**config.mk**
```make
export PLATFORM = sky130hd
export DESIGN_NAME = cpr_lane
export DESIGN_NICKNAME = d
export VERILOG_FILES = /design/src/design/cpr_pkg.sv /design/src/design/cpr_lane.sv
export SDC_FILE = /design/constraint.sdc
export NUM_CORES = 1
export LEC_CHECK = 0
export ABC_AREA = 1
export BUFFER_PORTS_ARGS = -buffer_cell sky130_fd_sc_hd__buf_2
export CORE_AREA = 2 2 39 41
export DETAILED_ROUTE_END_ITERATION = 7
export DIE_AREA = 0 0 41 43
export PLACE_DENSITY = 0.76
export SLEW_MARGIN = 20
export SYNTH_ARGS = -nofsm -noshare
export SYNTH_HDL_FRONTEND = slang
export SYNTH_SLANG_ARGS = --single-unit
```
**constraint.sdc**
```tcl
create_clock -name vclk -period 1.6
set_input_delay 0.32 -clock vclk [all_inputs]
set_output_delay 0.32 -clock vclk [all_outputs]
set_load 0.01 [all_outputs]
```
**src/design/cpr_pkg.sv**
```systemverilog
// Package for the CAN packet reassembler: event codes, commands, sizes.
// No dependencies.
`timescale 1ns / 1ps
package cpr_pkg;
    localparam int PACKET_BYTES = 1024;
    localparam int ADDR_W = $clog2(PACKET_BYTES);
    localparam int LEN_W = ADDR_W + 1;
    localparam int LANES = 7;

    localparam logic [1:0] EV_NONE     = 2'd0;
    localparam logic [1:0] EV_SEGMENT  = 2'd1;
    localparam logic [1:0] EV_COMPLETE = 2'd2;
    localparam logic [1:0] EV_DROP     = 2'd3;

    localparam logic [1:0] CMD_FRAME = 2'd0;
    localparam logic [1:0] CMD_TICK  = 2'd1;
    localparam logic [1:0] CMD_READ  = 2'd2;
    localparam logic [1:0] CMD_NOP   = 2'd3;

    localparam logic CFG_ACCEPT_ID = 1'b0;
    localparam logic CFG_TIMEOUT   = 1'b1;

    localparam logic [15:0] TIMEOUT_RESET = 16'd500;

    // One byte write request produced by a lane.
    typedef struct packed {
        logic              en;
        logic [ADDR_W-1:0] addr;
        logic [7:0]        data;
    } t_wr;
endpackage

```
**src/design/cpr_lane.sv**
```systemverilog
// One payload lane: decides whether its frame byte is written and where.
// Depends on cpr_pkg.
`timescale 1ns / 1ps
module cpr_lane import cpr_pkg::*; (
    input  logic [2:0]       i_slot,
    input  logic [2:0]       i_count,
    input  logic [LEN_W-1:0] i_base,
    input  logic [7:0]       i_byte,
    output t_wr              o_wr
);
    logic [LEN_W-1:0] w_pos;
    always_comb begin
        w_pos = i_base + LEN_W'(i_slot);
        o_wr.en = (i_slot < i_count) && (w_pos < LEN_W'(PACKET_BYTES));
        o_wr.addr = w_pos[ADDR_W-1:0];
        o_wr.data = i_byte;
    end
endmodule

```
==> run summary, run 1 <==
The via count of the first global-routing pass came out at 472. The slew at the pin closest to its max-slew limit came out at 0.206 ns. At the end of the flow, the number of nets in the layout was 132. After filler insertion, the fill cell instance count of the layout stands at 123. The detailed router placed 514 vias in this run.

In this run the tool buffered the top-level ports with 28 buffer cells. The logs give 0 for the DRC violation count after routing and 0 for the count of antenna diodes in the layout. Walking the worst path, the cells encountered are buf_8 -> ha_4 -> inv_2 -> fa_2 -> inv_2 -> nand3_2 -> nand2_4 -> nand3_2 -> nand2_1 -> inv_1 -> nor2_2 -> buf_2. For this run, the number of standard cells in the final layout without fillers is 115. For this run, the share of the core covered by cells in the final layout is 51.3%. Synthesis instantiated 17 different standard cells from the library. Derived from the worst setup path, the maximum achievable clock frequency is 0.556 GHz.

The run gives 0.640 ns as the worst hold margin. The slowest stage of the critical path belongs to the cell sky130_fd_sc_hd__fa_2. The final number of max-transition violations came out at 0. The worst path setup slack after routing is -0.200 ns. Entering global routing, the biggest net connects 7 pins. Power spread over the standard cell area amounts to 310 nW/um2. The run gives 44 as the number of top-level pins. In the layout the commonest cells are sky130_fd_sc_hd__buf_2, sky130_fd_sc_hd__nand2_1, sky130_fd_sc_hd__inv_1.

The flow ran to the end, but the final reports show violations. The first TritonRoute pass finished after 2 iterations. The number of rows in the core area is 14, and the time the final worst path needs with I/O delays and setup is 1.80 ns. For the worst setup path, the data arrival time is 1.48 ns. Synthesis produced a netlist with a net count of 106.

The floorplan step set the die height to 43 um. The type of the worst setup path is in -> out. The run gives 0 as the final hold violation count. The worst setup path is captured at a primary output. Kind of path behind the tightest hold check: in -> out. The logs give 0 um2 for the flip-flop and latch area and 0% for the sequential-to-total area share from yosys stat. The number of buffer and inverter instances along the worst setup path was 5. By area the synthesized netlist is led by sky130_fd_sc_hd__nand2_1, sky130_fd_sc_hd__ha_1, sky130_fd_sc_hd__buf_4. For this block, the initial DRC count from the detailed router was 2.

The number of warnings issued by yosys is 0. Standard cell core area: 1380 um2. In the global route stage, overall resource usage came out at 13.4%. Detailed placement finished with a half-perimeter wire length of 1010 um. The worst path uses 113% of the clock period. The layout overhead on the synthesized area was 58.8%; the peak supply drop was 0.144 mV. The tools report the post-synthesis instance total as 75. In this run the biggest area consumer among cell types represents 16.0% of the synthesized area. The most area-hungry cell type in the Yosys netlist is sky130_fd_sc_hd__nand2_1. In this run, placement finished with an instance count of 114.

Launching element type of the critical path: a primary input. In the finished design the tool counted flip-flops and latches totalling 0. The relative max-transition margin is 86.2%, and the via density per instance is 4.47. For the worst setup path, the data required time is 1.28 ns.

After detailed routing, the average wire length per cell comes to 10.1 um. Number of antenna violations at the first check in global routing: 0. For the routed wire length, the log shows 1160 um.

The kind of cell adding the most delay to the critical path is adder cells. Setup violations remaining at the end of the flow were counted as 9. The die area was 1760 um2; the antenna violation net count after detailed routing was 0. Max-cap violations in this run came to 0. Of all nets on the critical path, the largest fanout is 5.

The delay of the slowest cell on the worst path was 0.34 ns; the total of clock buffers placed in the layout was 0. The first global-routing pass estimated 1770 um of wire. Setup repair after global routing could not meet its margin everywhere. The sum of overflow across all layers after global routing is 0. Of the cells placed in the final design, the portion with a size suffix greater than 1 is 51.5%.

After synthesis the cells add up to 447 um2. The checks that failed: setup timing. The floorplan step set the die width to 41 um.

Once the floorplan was initialized, standard cells occupied 32.3% of the core. The library cell used most frequently in the layout, excluding fill and tap cells, is sky130_fd_sc_hd__buf_2. The average cell area after synthesis was 5.96 um2; the leakage power summed over all cells was 0.407 nW. Routability-driven placement finished with a final weighted congestion of 0.846.
[through the flow]
step | area [um2] | total power, W | setup slack [ns] | setup TNS [ns]
global route | 709 | 0.000241 | -0.290 | -1.62
finish | 709 | 0.000220 | -0.200 | -1.01
CTS | 674 | 0.000206 | -0.222 | -1.11
floorplan | 484 | 0.000127 | -0.0845 | -0.302
detailed placement | 607 | 0.000182 | -0.324 | -1.94
global placement | 607 | 0.000178 | -0.300 | -1.73
[cells in the mapped netlist]
cell / count
sky130_fd_sc_hd__a21oi_1: 1
sky130_fd_sc_hd__a21oi_2: 1
sky130_fd_sc_hd__buf_4: 8
sky130_fd_sc_hd__fa_1: 1
sky130_fd_sc_hd__ha_1: 5
sky130_fd_sc_hd__inv_1: 15
sky130_fd_sc_hd__nand2_1: 19
sky130_fd_sc_hd__nand2_2: 2
sky130_fd_sc_hd__nand3_1: 4
sky130_fd_sc_hd__nand3_2: 1
sky130_fd_sc_hd__nand3b_1: 1
sky130_fd_sc_hd__nand4_1: 3
sky130_fd_sc_hd__nor2_1: 7
sky130_fd_sc_hd__o21a_1: 1
sky130_fd_sc_hd__o21ai_4: 1
sky130_fd_sc_hd__xnor2_1: 3
sky130_fd_sc_hd__xor2_1: 2
[power breakdown]
group,internal [W],switching [W]
sequential,0,0
clock,0,0
combinational,0.000108,0.000112
[path summary, 6_finish.rpt]
path | to | cells past startpoint | from
hold / removal | o_wr[6] | 0 | i_byte[6]
setup / recovery | o_wr[18] | 12 | i_base[0]
[layout make-up]
class              count  area, um2  area share (%)
multi-input cells     52        433            61.0
repair buffers        32        200            28.2
inverters             15       56.3            7.94
well taps             16       20.0            2.82
[what timing repair did]
action                     in CTS  in global routing
hold endpoints to repair        0                  0
buffers inserted                0                  1
pin swaps                      11                  9
hold buffers                    0                  0
setup endpoints to repair      10                  9
resized for setup              13                  5
[metal layers]
metal  part of all wire, %  track usage [%]
met3                   5.8                0
met1                    34             14.7
met2                    59             26.6
met5                     0                0
met4                  0.52             2.00
[cells by family after synthesis]
family                   share of synthesized area (%)
adder cells (fa/ha/maj)                           18.5
XOR/XNOR                                          9.81
AO/OA/AOI/OAI                                     8.40
buffers and inverters                             26.1
AND/OR/NAND/NOR                                   37.3
No activity file was read; power rests on OpenSTA's default activity.
==> run 2: changes to the inputs <==
--- a/config.mk
+++ b/config.mk
@@ -10,7 +10,7 @@
 export CORE_AREA = 2 2 39 41
 export DETAILED_ROUTE_END_ITERATION = 7
 export DIE_AREA = 0 0 41 43
-export PLACE_DENSITY = 0.76
+export PLACE_DENSITY = 0.8
 export SLEW_MARGIN = 20
 export SYNTH_ARGS = -nofsm -noshare
 export SYNTH_HDL_FRONTEND = slang
==> run 2 against run 1 <==
  * The run still ends with setup timing left
  * Total power is 6.0% higher
  * Hold slack stayed put
  * Largest power group unchanged
  * Via count is 7.8% higher
  * Routed wire length is 13% higher
  * Utilization is 1.8 points higher
  * Maximum frequency is 1.5% lower
==> run summary, run 2 (same netlist as run 1, synthesis figures left out) <==
Setup repair after global routing could not meet its margin everywhere. The met1 layer usage reported by global route is 16.2% (was 14.7%). For the overall track demand over capacity in global routing, the log shows 14.0% (was 13.4%).

The effective utilization at floorplan is 32.3% (unchanged), and the standard cell core area is 1380 um2 (unchanged). The count of antenna diodes in the layout was 0 (unchanged). The sequential cell count is 0 (unchanged), and the total of clock buffers placed in the layout is 0 (unchanged).

The setup slack after placement is -0.321 ns (was -0.324 ns). The run gives 0 (unchanged) as the hold buffer count at cts. For the final hold violation count, the log shows 0 (unchanged).

The final number of max-transition violations was 0 (unchanged); the count of buffers inserted at the top-level ports was 28 (unchanged). The die extent in x was 41 um (unchanged). Commonest cells after routing, fill and taps aside: sky130_fd_sc_hd__buf_2, sky130_fd_sc_hd__nand2_1, sky130_fd_sc_hd__inv_1 (unchanged).

The tools report the max-cap violation count as 0 (unchanged). The run gives 0.141 mV (was 0.144 mV) as the peak supply drop. The logs give 8 (was 2) for the initial detailed-routing violation count and 479 (was 472) for the via count of the first global-routing pass.

DRC violation count after routing: 0 (unchanged). The run gives 0 (unchanged) as the sum of overflow across all layers after global routing. The tools report the final cell count without fillers as 118 (was 115). The time the final worst path needs with I/O delays and setup was 1.83 ns (was 1.80 ns); the average wire per cell in the routed design was 11.1 um (was 10.1 um). The die area came out at 1760 um2 (unchanged). The number of top-level pins is 44 (unchanged), and the met2 track demand over resource in global routing is 27.8% (was 26.6%).

The run gives 1310 um (was 1160 um) as the routed wire length. The kind of end point of the critical path was a primary output (unchanged). The worst min-delay path startpoint was i_byte[2] (was i_byte[6]). The number of rows in the core area was 14 (unchanged); the proportion of layout cells with a drive suffix above 1 was 53.9% (was 51.5%). The tools report the worst endpoint required time as 1.28 ns (about the same).

The flow ran to the end, but the final reports show violations. The layout overhead on the synthesized area is 64.4% (was 58.8%), and the relative max-transition margin is 85.4% (was 86.2%). The run gives 0.640 ns (unchanged) as the worst hold margin. The worst setup path startpoint is i_base[0] (unchanged). The share of the cycle needed by the critical path after routing is 114% (was 113%). The routing usage on met3 came out at 0% (unchanged).

The number of antenna violations at the first check in global routing is 0 (unchanged), and the total of endpoints with negative setup slack in the final report is 9 (unchanged). For the maximum number of pins on one net before global-route repair, the log shows 7 (unchanged). Half-perimeter wire length after placement: 981 um (was 1010 um). Type of the worst setup path: in -> out (unchanged). The final weighted congestion in routability-driven placement is 0.747 (was 0.846).

The worst path setup slack after routing is -0.228 ns (was -0.200 ns). For the maximum clock rate, the log shows 0.547 GHz (was 0.556 GHz). The slew at the pin closest to its max-slew limit came out at 0.218 ns (was 0.206 ns). For the fill cell instance count of the final layout, the log shows 125 (was 123).

Peak-usage layer in the global routing report: met2 (unchanged). Commonest non-fill, non-tap cell in the layout: sky130_fd_sc_hd__buf_2 (unchanged). The power per unit of standard cell area was 318 nW/um2 (was 310 nW/um2). Failing checks: setup timing (unchanged). The tools report the placed instance count as 114 (unchanged).

The utilization after layout was 53.1% (was 51.3%); the arrival time at the worst endpoint was 1.51 ns (was 1.48 ns). For the antenna violation net count after detailed routing, the log shows 0 (unchanged). The kind of path behind the tightest hold check is in -> out (unchanged).

The via density per instance is 4.69 (was 4.47), and the total iterations of the first detailed-routing run is 4 (was 2). Chip height: 43 um (unchanged). The run gives 0.420 nW (was 0.407 nW) as the leakage power summed over all cells. The logs give 554 (was 514) for the total number of vias and 607 um2 (unchanged) for the area of placed instances.

Largest driver fanout on the critical path: 2 (was 5). The launching element type of the critical path was a primary input (unchanged). The layout net count was 135 (was 132). The global-route wire length before repair was 1840 um (was 1770 um). The total non-filler cell area in the finished layout was 734 um2 (was 709 um2); the flip-flop and latch area was 0 um2 (unchanged).
==> run 2: what timing repair did <==
| action | in CTS | in global routing |
|---|---|---|
| resized for setup | 14 | 6 |
| setup buffers | 3 | 3 |
| endpoints found under the setup margin | 10 | 10 |
| pin swaps | 12 | 9 |
==> run 2: final cells by class <==
| cell class | count | area, um2 | area share [%] |
|---|---|---|---|
| Multi-Input combinational cell | 52 | 433 | 58.9 |
| Timing Repair Buffer | 35 | 223 | 30.3 |
| Inverter | 15 | 58.8 | 8.01 |
| Tap cell | 16 | 20.0 | 2.73 |
==> run 2: worst paths after layout <==
| kind | to | slack [ns] | cells past startpoint |
|---|---|---|---|
| hold / removal | o_wr[2] | 0.64 | 0 |
| setup / recovery | o_wr[10] | -0.23 | 9 |
==> run 2: metrics by stage <==
stage	setup TNS (ns)	total power, W
global placement	-1.78	0.000175
detailed placement	-1.99	0.000182
floorplan	-0.302	0.000127
finish	-1.29	0.000233
global route	-1.93	0.000255
CTS	-1.22	0.000212
==> run 2: power by group <==
part	switching (W)	total (W)	leakage, nW	internal (W)
logic	0.000118	0.000233	0.420	0.000116
registers	0	0	0	0
clock network	0	0	0	0
total	0.000118	0.000233	0.420	0.000116
==> run 2: routing by layer <==
| layer | vias to the layer above | share of wire [%] |
|---|---|---|
| met1 | 250 | 37 |
| met5 | - | 0 |
| li1 | 280 | - |
| met3 | 4 | 6.2 |
| met2 | 20 | 54 |
| met4 | 0 | 2.9 |
==> run 2: critical path, stage by stage <==
cell and delay [ns]:
sky130_fd_sc_hd__buf_6 0.07, sky130_fd_sc_hd__ha_4 0.14, sky130_fd_sc_hd__inv_4 0.03, sky130_fd_sc_hd__fa_2 0.34, sky130_fd_sc_hd__buf_4 0.14, sky130_fd_sc_hd__buf_6 0.10
sky130_fd_sc_hd__buf_6 0.10, sky130_fd_sc_hd__xnor2_2 0.11, sky130_fd_sc_hd__buf_2 0.13
==> run 3: changes to the inputs <==
--- a/config.mk
+++ b/config.mk
@@ -11,6 +11,7 @@
 export DETAILED_ROUTE_END_ITERATION = 7
 export DIE_AREA = 0 0 41 43
 export PLACE_DENSITY = 0.8
+export RECOVER_POWER = 100
 export SLEW_MARGIN = 20
 export SYNTH_ARGS = -nofsm -noshare
 export SYNTH_HDL_FRONTEND = slang
==> run 3 against run 2 <==
  * The flow still finishes with violations (setup timing)
  * Critical path depth did not move
  * Routed wire length fell by 0.15%
  * Sequential share of layout area did not move
  * Worst setup slack barely moved
  * Cell count did not move
  * Global-route usage did not move
  * First-iteration DRC count did not move
  * Non-clock buffer count did not move
  * Maximum frequency did not move
  * Die area did not move
  * Critical endpoint unchanged
  * Largest cell class unchanged
==> run summary, run 3 (same netlist as run 1, synthesis figures left out) <==
The initial detailed-routing violation count came out at 8 (unchanged). The commonest non-fill, non-tap cell in the layout was sky130_fd_sc_hd__buf_2 (unchanged). The time the final worst path needs with I/O delays and setup was 1.83 ns (about the same). The tools report the total of endpoints with negative setup slack in the final report as 9 (unchanged). Setup repair after global routing could not meet its margin everywhere. The via count of the first global-routing pass is 479 (unchanged), and the switching share of power is 50.6% (was 50.4%).

Count of antenna diodes in the layout: 0 (unchanged). The tools report the share of power burned in combinational logic as 100.0% (about the same). The tools report the routed wire length as 1310 um (about the same).

The run finished, with violations left. The proportion of layout cells with a drive suffix above 1 is 52.9% (was 53.9%), and the final cell count without fillers is 118 (unchanged). The launching element type of the critical path is a primary input (unchanged).

The run gives 0% (about the same) as the clock share of power. The total of clock buffers placed in the layout was 0 (unchanged); the sum of overflow across all layers after global routing was 0 (unchanged). The tools report the max-cap violation count as 0 (unchanged). The kind of path behind the tightest hold check is in -> out (unchanged). The worst endpoint required time is 1.28 ns (about the same). The relative max-transition margin is 85.4% (unchanged). Flip-flop and latch area: 0 um2 (unchanged). The via density per instance was 4.69 (unchanged). The logs give 981 um (unchanged) for the half-perimeter wire length after placement and 0 (unchanged) for the final hold violation count.

The count of buffers inserted at the top-level ports is 28 (unchanged), and the power consumption is 0.000233 W (about the same). Internal power component: 0.000115 W (was 0.000116 W). The total negative setup slack is -1.29 ns (about the same), and the placed instance count is 114 (unchanged). The run gives 1760 um2 (unchanged) as the die area.

The run gives 0 (unchanged) as the hold buffer count at cts. The effective utilization at floorplan is 32.3% (unchanged), and the maximum clock rate is 0.547 GHz (unchanged). The switching power was 0.000118 W (about the same); the sequential cell count was 0 (unchanged). The antenna violation net count after detailed routing was 0 (unchanged). The total number of vias is 554 (unchanged), and the part of the power in registers is 0% (about the same). The type of the worst setup path was in -> out (unchanged).

Power per unit of standard cell area: 318 nW/um2 (about the same). The worst path setup slack after routing was -0.228 ns (about the same); the share of the cycle needed by the critical path after routing was 114% (about the same). The layout net count is 135 (unchanged), and the largest driver fanout on the critical path is 2 (unchanged).

The number of rows in the core area is 14 (unchanged). The number of antenna violations at the first check in global routing came out at 0 (unchanged). Failing checks: setup timing (unchanged). The tools report the leakage power summed over all cells as 0.417 nW (was 0.420 nW). The tools report the peak supply drop as 0.141 mV (about the same). The kind of end point of the critical path was a primary output (unchanged). The overall track demand over capacity in global routing is 14.0% (unchanged), and the number of top-level pins is 44 (unchanged). The logs give 4 (unchanged) for the total iterations of the first detailed-routing run and 1840 um (unchanged) for the global-route wire length before repair. The standard cell core area is 1380 um2 (unchanged), and the slew at the pin closest to its max-slew limit is 0.218 ns (unchanged). The arrival time at the worst endpoint was 1.51 ns (about the same). The layout overhead on the synthesized area was 64.1% (was 64.4%); the average wire per cell in the routed design was 11.1 um (about the same). The die extent in x was 41 um (unchanged); the chip height was 43 um (unchanged). The fill cell instance count of the final layout came out at 126 (was 125). The tools report the maximum number of pins on one net before global-route repair as 7 (unchanged). Commonest cells after routing, fill and taps aside: sky130_fd_sc_hd__buf_2, sky130_fd_sc_hd__nand2_1, sky130_fd_sc_hd__inv_1 (unchanged). The logs give 0.747 (unchanged) for the final weighted congestion in routability-driven placement and 0 (unchanged) for the DRC violation count after routing. The final number of max-transition violations came out at 0 (unchanged).
[run 3: cell count changes in the layout (fill, tap and decap cells not counted)]
cell                       previous run  this run
sky130_fd_sc_hd__clkbuf_1             0         1
sky130_fd_sc_hd__buf_2               25        24
[run 3: final cells by class]
type / count / area [um2] / area share, %
timing repair buffer: 35 / 221 / 30.2
inverter: 15 / 58.8 / 8.02
multi-input combinational: 52 / 433 / 59.0
tap: 16 / 20.0 / 2.73
[run 3: worst max-delay path: stages]
cell and delay (ns):
sky130_fd_sc_hd__buf_6 0.07, sky130_fd_sc_hd__ha_4 0.14, sky130_fd_sc_hd__inv_4 0.03, sky130_fd_sc_hd__fa_2 0.34, sky130_fd_sc_hd__buf_4 0.14, sky130_fd_sc_hd__buf_6 0.10, sky130_fd_sc_hd__buf_6 0.10, sky130_fd_sc_hd__xnor2_2 0.11
sky130_fd_sc_hd__buf_2 0.13
[run 3: final timing paths]
check,from,endpoint,slack [ns],depth (start not counted)
worst min-delay path,i_byte[2],o_wr[2],0.64,0
worst max-delay path,i_base[0],o_wr[10],-0.23,9
[run 3: metal layers]
metal / GRT usage [%] / part of all wire, %
met4: 0 / 2.9
met1: 16.2 / 37
met5: 0 / 0
met2: 27.8 / 54
met3: 0 / 6.2
[run 3: power groups by stage]
stage | sequential [W] | combinational, W | clock, W
after floorplan | 0 | 0.000127 | 0
after global placement | 0 | 0.000175 | 0
after detailed placement | 0 | 0.000182 | 0
after CTS | 0 | 0.000212 | 0
after global routing | 0 | 0.000254 | 0
final | 0 | 0.000233 | 0
[run 3: what timing repair did]
action	in CTS	in global routing
buffers inserted	3	3
endpoints found under the setup margin	10	10
pin swaps	12	9
gates resized for setup	14	6
[run 3: through the flow]
stage               util, %  area, um2  worst slack [ns]  hold WS, ns
floorplan                 -        484           -0.0845        0.698
global placement       43.9        607            -0.304        0.640
detailed placement     43.9        607            -0.321        0.640
CTS                    50.1        693            -0.208        0.640
global route           53.0        733            -0.308        0.640
finish                 53.0        733            -0.228        0.640
